[src/sv/pds_pkg.sv]
// Shared types and constants of the pixel display stretch block.
package pds_pkg;

    localparam int SAMPLE_W          = 32;
    localparam int COLOR_COUNT_DEF   = 128;
    localparam int QUEUE_DEPTH_DEF   = 4;
    localparam int INDEX_OUT_W       = 7;

    localparam logic signed [SAMPLE_W-1:0] SAMPLE_MAX_POS = 32'sh7FFF_FFFF;
    localparam logic signed [SAMPLE_W-1:0] SAMPLE_MAX_NEG = 32'sh8000_0000;

    // Register indexes of the configuration port.
    typedef enum logic [1:0] {
        CFG_MODE  = 2'd0,
        CFG_BLANK = 2'd1,
        CFG_LOW   = 2'd2,
        CFG_SCALE = 2'd3
    } t_cfg_index;

    typedef enum logic {
        MODE_LINEAR = 1'b0,
        MODE_SQRT   = 1'b1
    } t_stretch_mode;

    typedef struct packed {
        t_stretch_mode               mode;
        logic signed [SAMPLE_W-1:0]  blank;
        logic signed [SAMPLE_W-1:0]  low;
        logic        [SAMPLE_W-1:0]  scale;
    } t_pds_cfg;

    // Classified sample on its way from the front to the back.
    typedef struct packed {
        logic                        frame_start;
        logic                        blank;
        logic                        d_pos;
        logic        [SAMPLE_W-1:0]  d;
        logic signed [SAMPLE_W-1:0]  min;
        logic signed [SAMPLE_W-1:0]  max;
    } t_pds_item;

    typedef struct packed {
        logic                        range_bad;
        logic signed [SAMPLE_W-1:0]  max;
        logic signed [SAMPLE_W-1:0]  min;
        logic [INDEX_OUT_W-1:0]      color_index;
    } t_pds_result;

endpackage

[src/sv/pixel_display_stretch.sv]
// Top level of the pixel display stretch block: config registers, front, queue, back.
//
//  channel   direction  handshake                      payload
//  s_axis    in         s_axis_tvalid / s_axis_tready  tdata: sample, tuser: frame_start
//  m_axis    out        m_axis_tvalid / m_axis_tready  tdata: index, min, max, range_bad
//  cfg       in         i_cfg_we (no wait)             i_cfg_index, i_cfg_data
//
//  Back end per word: a blank sample or one at or below range_low goes straight to
//  done; linear mode, or a scaled offset that reaches full scale, passes multiply
//  and evaluate first; square-root mode below full scale also runs the
//  one-bit-per-cycle root iteration and a rounding step.
//  The front takes a word every cycle while the queue has room.
//  Reset (synchronous, active low) restores the registers and clears the running stats.
//  A stalled output holds the back; the queue keeps the front accepting until it fills.
module pixel_display_stretch #(
    parameter int COLOR_COUNT = pds_pkg::COLOR_COUNT_DEF,
    parameter int QUEUE_DEPTH = pds_pkg::QUEUE_DEPTH_DEF
) (
    input  logic                           i_clk,
    input  logic                           i_rst_n,
    // configuration write port
    input  logic                           i_cfg_we,
    input  pds_pkg::t_cfg_index            i_cfg_index,
    input  logic [pds_pkg::SAMPLE_W-1:0]   i_cfg_data,
    // input stream
    input  logic                           s_axis_tvalid,
    output logic                           s_axis_tready,
    input  logic [31:0]                    s_axis_tdata,  // [31:0] sample
    input  logic [0:0]                     s_axis_tuser,  // [0] frame_start
    // output stream
    output logic                           m_axis_tvalid,
    input  logic                           m_axis_tready,
    // [6:0] color_index, [38:7] running_min, [70:39] running_max, [71] range_bad
    output logic [71:0]                    m_axis_tdata
);
    import pds_pkg::*;

    t_pds_cfg    r_cfg;
    t_pds_item   w_push_item, w_head_item;
    logic        w_push, w_pop, w_full, w_head_valid;
    t_pds_result w_result;

    // Write the registers only while idle; the block itself does not enforce this and takes writes unconditionally.
    always_ff @(posedge i_clk) begin
        if (!i_rst_n) begin
            r_cfg.mode  <= MODE_LINEAR;
            r_cfg.blank <= SAMPLE_MAX_NEG;
            r_cfg.low   <= '0;
            r_cfg.scale <= 32'h0001_0000;
        end else if (i_cfg_we) begin
            case (i_cfg_index)
                CFG_MODE:  r_cfg.mode  <= t_stretch_mode'(i_cfg_data[0]);
                CFG_BLANK: r_cfg.blank <= i_cfg_data;
                CFG_LOW:   r_cfg.low   <= i_cfg_data;
                CFG_SCALE: r_cfg.scale <= i_cfg_data;
                default:   r_cfg       <= r_cfg;
            endcase
        end
    end

    // Classify and track stats at the input rate.
    pds_front u_front (
        .i_clk         (i_clk),
        .i_rst_n       (i_rst_n),
        .i_cfg         (r_cfg),
        .i_valid       (s_axis_tvalid),
        .i_frame_start (s_axis_tuser[0]),
        .i_sample      (s_axis_tdata),
        .i_full        (w_full),
        .o_ready       (s_axis_tready),
        .o_push        (w_push),
        .o_item        (w_push_item)
    );

    // Decouple the fast front from the iterating back.
    pds_queue #(
        .DEPTH (QUEUE_DEPTH)
    ) u_queue (
        .i_clk   (i_clk),
        .i_rst_n (i_rst_n),
        .i_push  (w_push),
        .i_item  (w_push_item),
        .o_full  (w_full),
        .i_pop   (w_pop),
        .o_valid (w_head_valid),
        .o_item  (w_head_item)
    );

    // Compute the color index and hold the result until taken.
    pds_back #(
        .COLOR_COUNT (COLOR_COUNT)
    ) u_back (
        .i_clk     (i_clk),
        .i_rst_n   (i_rst_n),
        .i_cfg     (r_cfg),
        .i_q_valid (w_head_valid),
        .i_q_item  (w_head_item),
        .o_q_pop   (w_pop),
        .o_valid   (m_axis_tvalid),
        .i_ready   (m_axis_tready),
        .o_result  (w_result)
    );

    assign m_axis_tdata = w_result;

    // A set range flag means every index so far sat at the bottom.
    a_flag_low_index : assert property (@(posedge i_clk) disable iff (!i_rst_n)
        m_axis_tvalid && m_axis_tdata[71] |-> m_axis_tdata[6:0] <= 7'd1)
        else $error("range_bad set with a mid-range color index");

    // Stats are ordered once any non-blank sample has been seen.
    a_min_le_max : assert property (@(posedge i_clk) disable iff (!i_rst_n)
        m_axis_tvalid |->
            ($signed(m_axis_tdata[38:7]) <= $signed(m_axis_tdata[70:39])) ||
            (m_axis_tdata[38:7] == SAMPLE_MAX_POS && m_axis_tdata[70:39] == SAMPLE_MAX_NEG))
        else $error("running_min above running_max");

    // No result survives a reset.
    a_reset_clears_out : assert property (@(posedge i_clk)
        !i_rst_n |=> !m_axis_tvalid)
        else $error("output valid right after reset");

endmodule

[src/sv/pds_front.sv]
// Front end: blank test, offset from range_low and running min/max.
module pds_front (
    input  logic                              i_clk,
    input  logic                              i_rst_n,
    input  pds_pkg::t_pds_cfg                 i_cfg,
    input  logic                              i_valid,
    input  logic                              i_frame_start,
    input  logic signed [pds_pkg::SAMPLE_W-1:0] i_sample,
    input  logic                              i_full,
    output logic                              o_ready,
    output logic                              o_push,
    output pds_pkg::t_pds_item                o_item
);
    import pds_pkg::*;

    logic signed [SAMPLE_W-1:0] r_min, n_min;
    logic signed [SAMPLE_W-1:0] r_max, n_max;
    logic signed [SAMPLE_W-1:0] w_min_base, w_max_base;
    logic signed [SAMPLE_W:0]   w_diff;
    logic                       w_blank;

    assign o_ready = !i_full;
    assign o_push  = i_valid && !i_full;

    assign w_blank    = (i_sample == i_cfg.blank);
    assign w_min_base = i_frame_start ? SAMPLE_MAX_POS : r_min;
    assign w_max_base = i_frame_start ? SAMPLE_MAX_NEG : r_max;
    assign w_diff     = {i_sample[SAMPLE_W-1], i_sample} - {i_cfg.low[SAMPLE_W-1], i_cfg.low};

    always_comb begin
        n_min = w_min_base;
        n_max = w_max_base;
        if (!w_blank) begin
            if (i_sample < w_min_base) begin
                n_min = i_sample;
            end
            if (i_sample > w_max_base) begin
                n_max = i_sample;
            end
        end
    end

    always_comb begin
        o_item.frame_start = i_frame_start;
        o_item.blank       = w_blank;
        o_item.d_pos       = !w_diff[SAMPLE_W] && (w_diff != '0);
        o_item.d           = w_diff[SAMPLE_W-1:0];
        o_item.min         = n_min;
        o_item.max         = n_max;
    end

    always_ff @(posedge i_clk) begin
        if (!i_rst_n) begin
            r_min <= SAMPLE_MAX_POS;
            r_max <= SAMPLE_MAX_NEG;
        end else if (o_push) begin
            r_min <= n_min;
            r_max <= n_max;
        end
    end

endmodule

[src/sv/pds_queue.sv]
// Small register queue between front and back.
module pds_queue #(
    parameter int DEPTH = pds_pkg::QUEUE_DEPTH_DEF
) (
    input  logic               i_clk,
    input  logic               i_rst_n,
    input  logic               i_push,
    input  pds_pkg::t_pds_item i_item,
    output logic               o_full,
    input  logic               i_pop,
    output logic               o_valid,
    output pds_pkg::t_pds_item o_item
);
    import pds_pkg::*;

    localparam int AW = (DEPTH > 1) ? $clog2(DEPTH) : 1;
    localparam int CW = $clog2(DEPTH + 1);

    t_pds_item       r_mem [DEPTH];
    logic [AW-1:0]   r_wr_ptr, r_rd_ptr;
    logic [CW-1:0]   r_count;

    function automatic logic [AW-1:0] bump(input logic [AW-1:0] p);
        return (p == AW'(DEPTH - 1)) ? '0 : p + AW'(1);
    endfunction

    assign o_full  = (r_count == CW'(DEPTH));
    assign o_valid = (r_count != '0);
    assign o_item  = r_mem[r_rd_ptr];

    always_ff @(posedge i_clk) begin
        if (i_push) begin
            r_mem[r_wr_ptr] <= i_item;
        end
    end

    always_ff @(posedge i_clk) begin
        if (!i_rst_n) begin
            r_wr_ptr <= '0;
            r_rd_ptr <= '0;
            r_count  <= '0;
        end else begin
            if (i_push) begin
                r_wr_ptr <= bump(r_wr_ptr);
            end
            if (i_pop) begin
                r_rd_ptr <= bump(r_rd_ptr);
            end
            case ({i_push, i_pop})
                2'b10:   r_count <= r_count + CW'(1);
                2'b01:   r_count <= r_count - CW'(1);
                default: r_count <= r_count;
            endcase
        end
    end

endmodule

[src/sv/pds_back.sv]
// Back end: scale multiply, linear or square-root index, range flag, output register.
module pds_back #(
    parameter int COLOR_COUNT = pds_pkg::COLOR_COUNT_DEF
) (
    input  logic                 i_clk,
    input  logic                 i_rst_n,
    input  pds_pkg::t_pds_cfg    i_cfg,
    input  logic                 i_q_valid,
    input  pds_pkg::t_pds_item   i_q_item,
    output logic                 o_q_pop,
    output logic                 o_valid,
    input  logic                 i_ready,
    output pds_pkg::t_pds_result o_result
);
    import pds_pkg::*;

    localparam int CM_W  = $clog2(COLOR_COUNT);
    localparam int IDX_W = CM_W + 1;
    localparam int R_W   = CM_W + 16;
    localparam int U_W   = 2 * R_W;
    localparam int CNT_W = $clog2(R_W);
    localparam int LIN_W = CM_W + 33;
    localparam logic [CM_W-1:0]   CM   = CM_W'(COLOR_COUNT - 1);
    localparam logic [2*CM_W-1:0] CM2  = (2*CM_W)'((COLOR_COUNT - 1) * (COLOR_COUNT - 1));
    localparam logic [IDX_W-1:0]  TOP  = IDX_W'(COLOR_COUNT - 2);
    localparam logic [IDX_W-1:0]  EDGE = IDX_W'(COLOR_COUNT - 1);

    typedef enum logic [6:0] {
        S_IDLE = 7'b0000001,
        S_MUL  = 7'b0000010,
        S_EVAL = 7'b0000100,
        S_ROOT = 7'b0001000,
        S_RND  = 7'b0010000,
        S_DONE = 7'b0100000,
        S_SPARE = 7'b1000000
    } t_state;

    t_state            r_state;
    t_pds_item         r_item;
    logic [63:0]       r_t;
    logic [U_W-1:0]    r_u;
    logic [R_W-1:0]    r_rem;
    logic [R_W-1:0]    r_root;
    logic [CNT_W-1:0]  r_cnt;
    logic [IDX_W-1:0]  r_idx;
    logic              r_flag, n_flag;
    logic              r_out_valid;
    t_pds_result       r_out;

    logic [63:0]          w_prod;
    logic [LIN_W-1:0]     w_lin;
    logic [R_W+1:0]       w_rem_sh, w_trial;
    logic [R_W:0]         w_rnd;
    logic                 w_load;
    logic [IDX_W+INDEX_OUT_W-1:0] w_idx_ext;

    function automatic logic [IDX_W-1:0] clamp_idx(input logic [IDX_W-1:0] x);
        if (x < IDX_W'(1)) begin
            return IDX_W'(1);
        end else if (x > TOP) begin
            return TOP;
        end
        return x;
    endfunction

    assign w_prod   = 64'(r_item.d) * 64'(i_cfg.scale);
    assign w_lin    = LIN_W'(CM) * LIN_W'(r_t[31:0]) + LIN_W'(64'h8000_0000);
    assign w_rem_sh = {r_rem[R_W-1:0], r_u[U_W-1 -: 2]};
    assign w_trial  = {r_root, 2'b01};
    assign w_rnd    = {1'b0, r_root} + (R_W+1)'(32'h8000);

    assign w_load    = (r_state == S_DONE) && (!r_out_valid || i_ready);
    assign o_q_pop   = (r_state == S_IDLE) && i_q_valid;
    assign n_flag    = (r_item.frame_start || r_flag) &&
                       ((r_idx <= IDX_W'(1)) || (r_idx == EDGE));
    assign w_idx_ext = {{INDEX_OUT_W{1'b0}}, r_idx};

    assign o_valid  = r_out_valid;
    assign o_result = r_out;

    always_ff @(posedge i_clk) begin
        if (!i_rst_n) begin
            r_state     <= S_IDLE;
            r_flag      <= 1'b1;
            r_out_valid <= 1'b0;
        end else begin
            if (w_load) begin
                r_flag      <= n_flag;
                r_out_valid <= 1'b1;
            end else if (i_ready) begin
                r_out_valid <= 1'b0;
            end
            case (r_state)
                S_IDLE: begin
                    if (i_q_valid) begin
                        if (i_q_item.blank || !i_q_item.d_pos) begin
                            r_state <= S_DONE;
                        end else begin
                            r_state <= S_MUL;
                        end
                    end
                end
                S_MUL:  r_state <= S_EVAL;
                S_EVAL: begin
                    if (r_t[63:32] == '0 && i_cfg.mode == MODE_SQRT) begin
                        r_state <= S_ROOT;
                    end else begin
                        r_state <= S_DONE;
                    end
                end
                S_ROOT: begin
                    if (r_cnt == CNT_W'(R_W - 1)) begin
                        r_state <= S_RND;
                    end
                end
                S_RND:  r_state <= S_DONE;
                S_DONE: begin
                    if (w_load) begin
                        r_state <= S_IDLE;
                    end
                end
                default: r_state <= S_IDLE;
            endcase
        end
    end

    // Datapath registers: no reset needed.
    always_ff @(posedge i_clk) begin
        case (r_state)
            S_IDLE: begin
                r_item <= i_q_item;
                r_idx  <= i_q_item.blank ? '0 : IDX_W'(1);
            end
            S_MUL: begin
                r_t <= w_prod;
            end
            S_EVAL: begin
                if (r_t[63:32] != '0) begin
                    r_idx <= TOP;
                end else begin
                    r_idx <= clamp_idx(w_lin[LIN_W-1:32]);
                end
                r_u    <= U_W'(CM2 * U_W'(r_t[31:0]));
                r_rem  <= '0;
                r_root <= '0;
                r_cnt  <= '0;
            end
            S_ROOT: begin
                // One result bit per cycle, two radicand bits consumed.
                // The remainder fits R_W bits up to the last step, whose
                // remainder is dropped.
                r_u   <= r_u << 2;
                r_cnt <= r_cnt + CNT_W'(1);
                if (w_rem_sh >= w_trial) begin
                    r_rem  <= R_W'(w_rem_sh - w_trial);
                    r_root <= {r_root[R_W-2:0], 1'b1};
                end else begin
                    r_rem  <= w_rem_sh[R_W-1:0];
                    r_root <= {r_root[R_W-2:0], 1'b0};
                end
            end
            S_RND: begin
                r_idx <= clamp_idx(w_rnd[R_W:16]);
            end
            default: begin
                r_idx <= r_idx;
            end
        endcase
        if (w_load) begin
            r_out.color_index <= w_idx_ext[INDEX_OUT_W-1:0];
            r_out.min         <= r_item.min;
            r_out.max         <= r_item.max;
            r_out.range_bad   <= n_flag;
        end
    end

endmodule

[config.mk]
export PLATFORM = sky130hd
export DESIGN_NAME = pixel_display_stretch
export DESIGN_NICKNAME = d
export VERILOG_FILES = /design/src/sv/pds_pkg.sv /design/src/sv/pixel_display_stretch.sv /design/src/sv/pds_front.sv /design/src/sv/pds_queue.sv /design/src/sv/pds_back.sv
export SDC_FILE = /design/constraint.sdc
export NUM_CORES = 2
export LEC_CHECK = 0
export BUFFER_PORTS_ARGS = -buffer_cell sky130_fd_sc_hd__buf_2
export CORE_UTILIZATION = 41
export CTS_BUF_LIST = sky130_fd_sc_hd__clkbuf_16
export CTS_CLUSTER_DIAMETER = 40
export CTS_CLUSTER_SIZE = 40
export DETAILED_ROUTE_END_ITERATION = 16
export PLACE_DENSITY = 0.54
export SLEW_MARGIN = 5
export SYNTH_ARGS = -nofsm -noshare
export SYNTH_HDL_FRONTEND = slang
export SYNTH_SLANG_ARGS = --single-unit
[constraint.sdc]
create_clock -name i_clk -period 10.45 [get_ports i_clk]
set_input_delay 1.045 -clock i_clk [delete_from_list [all_inputs] [get_ports i_clk]]
set_output_delay 1.045 -clock i_clk [all_outputs]
set_load 0.02 [all_outputs]
Word level (Yosys, flattened, before mapping)
Memory sizes are Yosys's and may differ from the RTL's. A register that Yosys moved wholly into a read port is not among the register bits.
Index checks and enable logic that the tools add are counted.
W data, S select, Z words.
- register bits: 515
- RAM bits: 396
- input bits: 72
- output and inout port bits: 74
- word-level logic and storage cells: 138
- memories kept: 1
- add/sub/neg operators: 9
- $mul: 3
- $lt $le $gt $ge: 8
- equality and inequality tests: 20
- mux-type cells: 43
- reductions and logical operators: 28
- memories (name ; words ; width ; read ports ; clocked after Yosys merged registers in ; write ports ; RTL line ; RTL):
    u_queue.r_mem ; 4 ; 99 ; 1 ; 1 ; 1 ; pds_queue.sv:19 ; t_pds_item r_mem [DEPTH];
- operator list (cell ; count):
    $mux W32 ; 6
    $pmux W23 S2 ; 2
    $pmux W46 S2 ; 1
    $mul A32 B32 Y64 ; 1
    $mux W8 ; 7
    $mul A14 B32 Y46 const A ; 1
    $pmux W7 S6 ; 1
    $add A39 B32 Y40 const B ; 1
    $mul A7 B32 Y39 const A ; 1
    $reduce_bool A33 Y1 ; 1
    $sub A32 B32 Y33 ; 1
    $eq A32 B32 Y1 ; 1
    $gt A32 B32 Y1 ; 1
    $logic_not A32 Y1 ; 1
    $lt A32 B32 Y1 ; 1
    $reduce_bool A32 Y1 ; 1
    $ge A25 B25 Y1 ; 1
    $add A23 B16 Y24 const B ; 1
    $pmux W8 S3 ; 1
    $mux W23 ; 1
    $sub A23 B23 Y23 ; 1
    $mux W7 ; 3
    $gt A8 B7 Y1 const B ; 2
    $lt A8 B1 Y1 const B ; 2
    other kinds (30) ; 71

Depth between registers and ports, before layout
- depth in word-level cells: 10
- gate-level depth with buffers: 31
- depth with buffers taken out: 30

By module
A second synthesis with hierarchy kept.
- cells, all modules: 7360
- area total of the unflattened synthesis: 80507.2 um^2
- modules (own cells, without submodules) (module ; instances ; cells an instance ; area each (um^2)):
    pds_back ; 1 ; 5498 ; 55379.4
    pds_queue ; 1 ; 564 ; 14715.4
    pds_front ; 1 ; 944 ; 6825.3
    pixel_display_stretch ; 1 ; 354 ; 3587.2

Worst setup path after synthesis
Ideal clock, no wire load.
- kind: flip-flop to flip-flop
- start: register u_back.r_item[80] in the netlist's numbering
- end: register u_back.r_t[61], data pin
- library setup time: 0.258 ns
- data arrival time: 7.447 ns
- required time: 10.192 ns
- path slack: 2.746 ns
- cell stages (with the launch flop): 26
- clock period less this slack: 7.704 ns
- cell sequence: edfxtp_1 -> clkbuf_1 -> and2_1 -> fa_1 -> fa_1 -> inv_1 -> fa_1 -> fa_1 -> fa_1 -> inv_1 -> fa_1 -> fa_1 -> fa_1 -> ha_1 -> clkbuf_1 -> and4_1 -> nand2_1 -> nor3_1 -> o41a_1 -> nor3_2 -> a31oi_1 -> a31oi_1 -> a221oi_1 -> a311oi_2 -> o31a_1 -> xnor2_1
- longest elaborated chain between the ends: 1
- ends and longest elaborated chain (element ; RTL line ; RTL):
    from (decl) ; pds_back.sv:39 ; t_pds_item r_item;
    from (signal assigned) ; pds_back.sv:131 ; r_item <= i_q_item;
    $mul A32 B32 Y64 ; pds_back.sv:66 ; assign w_prod = 64'(r_item.d) * 64'(i_cfg.scale);
    via u_back.w_prod[61] ; pds_back.sv:50 ; logic [63:0] w_prod;
    to (signal assigned) ; pds_back.sv:135 ; r_t <= w_prod;
    to (decl) ; pds_back.sv:40 ; logic [63:0] r_t;
The timed path passes the listed nets, and every way through them passes these cells.
A chain may end at the register's enable or synchronous reset.

Final worst setup path
- start: register r_cfg[8] in the netlist's numbering
- end: register u_back.r_t[61], data pin
- longest elaborated chain between the ends: 1
- ends and longest elaborated chain (element ; RTL line ; RTL):
    from (decl) ; pixel_display_stretch.sv:38 ; t_pds_cfg r_cfg;
    from (signal assigned) ; pixel_display_stretch.sv:56 ; default: r_cfg <= r_cfg;
    $mul A32 B32 Y64 ; pds_back.sv:66 ;
    via u_back.w_prod[61] ; pds_back.sv:50 ;
The timed path passes the listed nets, and every way through them passes these cells.

==> summary.md <==
| Metric | Value |
|---|---|
| Ports | 146 |
| Wirelength per Cell | 21.3 um |
| CTS tree | yes |
| Worst Reg-to-Reg Cells | 26 |
| Hold WC Path Type | reg -> reg |
| Min cycle time layout | 9.71 ns |
| Global-route wire length before repair | 335 mm |
| Outcome | finished clean |
| Max-slew violation count | 0 |
| H-tree depth | 4 |
| Share of power burned in combinational logic | 59.6% |
| Syn Nets | 9,160 |
| #FFs+latches synth | 912 |
| Hold_buf cts | 0 |
| CP peak stage delay | 1.16 ns |
| Final Wtd Congestion | 0.888 |
| Detailed Routing Iterations Pass 1 | 6 |
| HPWL after DPL | 165 mm |
| Most frequent CP cell | fa_1 |
| Syn Area/Cell | 10.8 sq um |
| Antenna Nets Post-Route | 0 |
| Reg2reg start | r_cfg[8] |
| Clock Tree Buf Depth | 3 |
| Seq pwr share | 21.3% |
| Int Pwr | 14.8 mW |
| Vias/cell | 5.20 |
| Vias in the first global route | 55,200 |
| Total gr overflow | 0 |
| Yosys warns | 0 |
| CP arrival | 10.24 ns |
| Core area | 193,000 sq um |
| Synth Instances | 7,423 |
| Initial antenna violation count | 30 |
| Post-cts gate resize count | 0 |
| Final hold violation count | 0 |
| WHS Endpoint | u_back.o_result[62] |
| Headroom to the max-slew limit | 12.9% |
| Clock power frac | 19.1% |
| Crit end category | flop |
| Sink Count | 912 |
| Required @ worst endpoint | 10.98 ns |
| Placed Area | 83,600 sq um |
| Worst clock skew | 0.0728 ns |
| Critical path launch point type | flop |
| Layout cell share with drive strength beyond 1 | 8.68% |
| Switch share | 45.9% |
| Post-route DRC | 0 |
| PD cells | 307 nW/um^2 |
| TNS Setup | 0 ns |
| Post-synth cell types | 78 |
| Fmax | 103 MHz |
| EDFF count, synth | 734 |
| Die Y | 444 um |
| DR vias | 52,800 |
| TritonCTS buffer count | 156 |
| Die area | 197,000 sq um |
| RSZ-0062 raised after global routing | false |
| CP max FO | 23 |
| Drt total wl | 216 mm |
| Post-CTS Repair Setup Buffers | 0 |
| Starting Density | 41.5% |
| Die W | 444 um |
| Endpoints failing setup | 0 |
| Period utilisation layout | 92.9% |
| Commonest non-fill, non-tap cell in the layout | inv_1 |
| Most frequent cells in the layout | 1,333 x inv_1, 1,071 x fa_1, 827 x nand2_1, 734 x edfxtp_1, 612 x and2_1 |
| Area Overhead vs Synth | 11.3% |
| Skew-Pair Late Insertion Delay | 0.82 ns |
| Final Net Count | 9,238 |
| Slowest-stage cell, CP | dfxtp_1 |
| I/O Buffers | 145 |
| Reg2Reg Setup Slack | 0.74 ns |
| Initial drt markers | 3,320 |
| Critical path class | reg -> reg |
| Synth Flop Type | edfxtp_1 |
| Cell area after synthesis | 80,100 sq um |
| Leak | 39.3 nW |
| Worst slew pin tran | 1.31 ns |
| Register clock-pin slew on the reported worst setup and hold paths | 0.06 ns |
| Post-synth ARST share | 0% |
| Core Rows | 161 |
| Max_cap viols | 0 |
| HP Start | u_back.r_item[23] |
| Pin count of the biggest net entering global routing | 86 |
| VDD IR max | 338 uV |
| Register area share after synthesis | 32.0% |
| Worst hold stages | 0 |
| CTS root buffer | clkbuf_16 |
| GRT Util Overall | 22.2% |
| Switching pwr | 12.6 mW |
| Reg-to-reg critical path endpoint | u_back.r_t[61] |
| Final instance area | 89,100 sq um |
worst max-delay path, delay by kind of cell (launching register included):
family          cells  cell delay (ns)
xor+xnor            1             0.12
flops               1             1.16
buf+inv             5             0.28
simple gates        5             1.03
compound gates      6             2.39
fa+ha+maj           9             4.45
cells by family after synthesis:
kind of cell	count (synthesis)	share of synthesized area (%)
xor+xnor	179	1.96
other cells	1	0.00468
compound gates	846	6.67
buf+inv	1662	7.79
fa+ha+maj	1665	36.1
mux	124	3.10
flops	912	32.0
simple gates	2034	12.4
routing by layer:
metal | track usage [%] | up-vias | wire length [um]
li1 | - | 24200 | -
met1 | 30.0 | 27100 | 95600
met2 | 37.2 | 1157 | 105000
met3 | 3.30 | 340 | 9830
met4 | 6.24 | 24 | 6070
met5 | 0 | - | 157
area by class of cell:
class	instances	area, sq um
clock inverters	135	1580
clock buffers	156	3900
multi-input cells	4849	48300
well taps	2526	3160
repair buffers	256	1560
flip-flops and latches	912	25600
inverters	1326	4980
fillers	18000	104000
diodes	10	25.0
power by group through the flow:
stage	clock network (mW)	registers (mW)	logic, mW
after global routing	5.49	5.88	18.4
after detailed placement	0	5.89	16.3
after global placement	0	5.87	16.2
after floorplan	0	5.41	12.0
after CTS	5.34	5.83	16.4
final	5.23	5.83	16.3
flip-flops by register name, indices dropped and copies added (netlist names), named ones only:
signal            flops
r_cfg                97
u_back.o_result      72
u_back.o_valid        1
u_back.r_cnt          5
u_back.r_flag         1
u_back.r_idx          8
u_back.r_item        97
u_back.r_rem         23
u_back.r_root        23
u_back.r_state        6
u_back.r_t           64
u_back.r_u           46
u_front.r_max        32
u_front.r_min        32
u_queue.r_count       3
u_queue.r_mem       396
u_queue.r_rd_ptr      2
u_queue.r_wr_ptr      2
cell usage after synthesis, types with 9 or more instances:
master / n / area [sq um]
mux4_2: 99 / 2230
fa_1: 1071 / 21400
nor4_1: 31 / 194
nand3_1: 48 / 240
nand2b_1: 36 / 225
a211oi_1: 21 / 158
nand2_1: 828 / 3110
o32a_1: 32 / 320
ha_1: 594 / 7430
a21o_1: 111 / 833
nand4_1: 43 / 269
nand3b_1: 9 / 67.6
o21ai_1: 11 / 55.1
buf_1: 15 / 56.3
nor3_1: 36 / 180
clkbuf_1: 320 / 1200
o31ai_1: 12 / 90.1
dfxtp_1: 178 / 3560
o21a_1: 29 / 218
xnor2_1: 97 / 850
nor2b_1: 36 / 225
a21oi_1: 327 / 1640
nor2_1: 272 / 1020
xor2_1: 82 / 718
and2_1: 612 / 3830
a31oi_1: 20 / 125
inv_1: 1325 / 4970
edfxtp_1: 734 / 22000
and4_1: 12 / 105
o211ai_1: 10 / 75.1
mux2i_1: 22 / 220
a22oi_1: 31 / 233
o21ai_0: 140 / 701
and3_1: 26 / 163
or3_1: 15 / 93.8
o21bai_1: 18 / 135
worst max-delay path by stage:
| stage | from | to | slack, ns | depth (start not counted) |
|---|---|---|---|---|
| after floorplan | u_back.r_item[80] | u_back.r_t[61] | 2.75 | 25 |
| after global placement | r_cfg[10] | u_back.r_t[56] | 0.93 | 26 |
| after detailed placement | r_cfg[8] | u_back.r_t[61] | 0.78 | 26 |
| after CTS | r_cfg[8] | u_back.r_t[61] | 0.75 | 26 |
| after global routing | r_cfg[8] | u_back.r_t[61] | 0.40 | 26 |
| final | r_cfg[8] | u_back.r_t[61] | 0.74 | 26 |
metrics by stage:
| step | power [mW] | hold slack [ns] | utilization, % | std cells | worst slack (ns) |
|---|---|---|---|---|---|
| 6_report | 27.4 | 0.395 | 46.1 | 10200 | 0.743 |
| 5_1_grt | 29.8 | 0.397 | 46.1 | 10200 | 0.397 |
| 4_1_cts | 27.6 | 0.387 | 46.1 | 10200 | 0.751 |
| 3_5_place_dp | 22.2 | 0.405 | 43.3 | 9869 | 0.782 |
| 3_3_place_gp | 22.1 | 0.403 | 43.3 | 9869 | 0.931 |
| 2_1_floorplan | 17.4 | 0.400 | - | 7423 | 2.75 |
(Power assumes the default switching activity.)
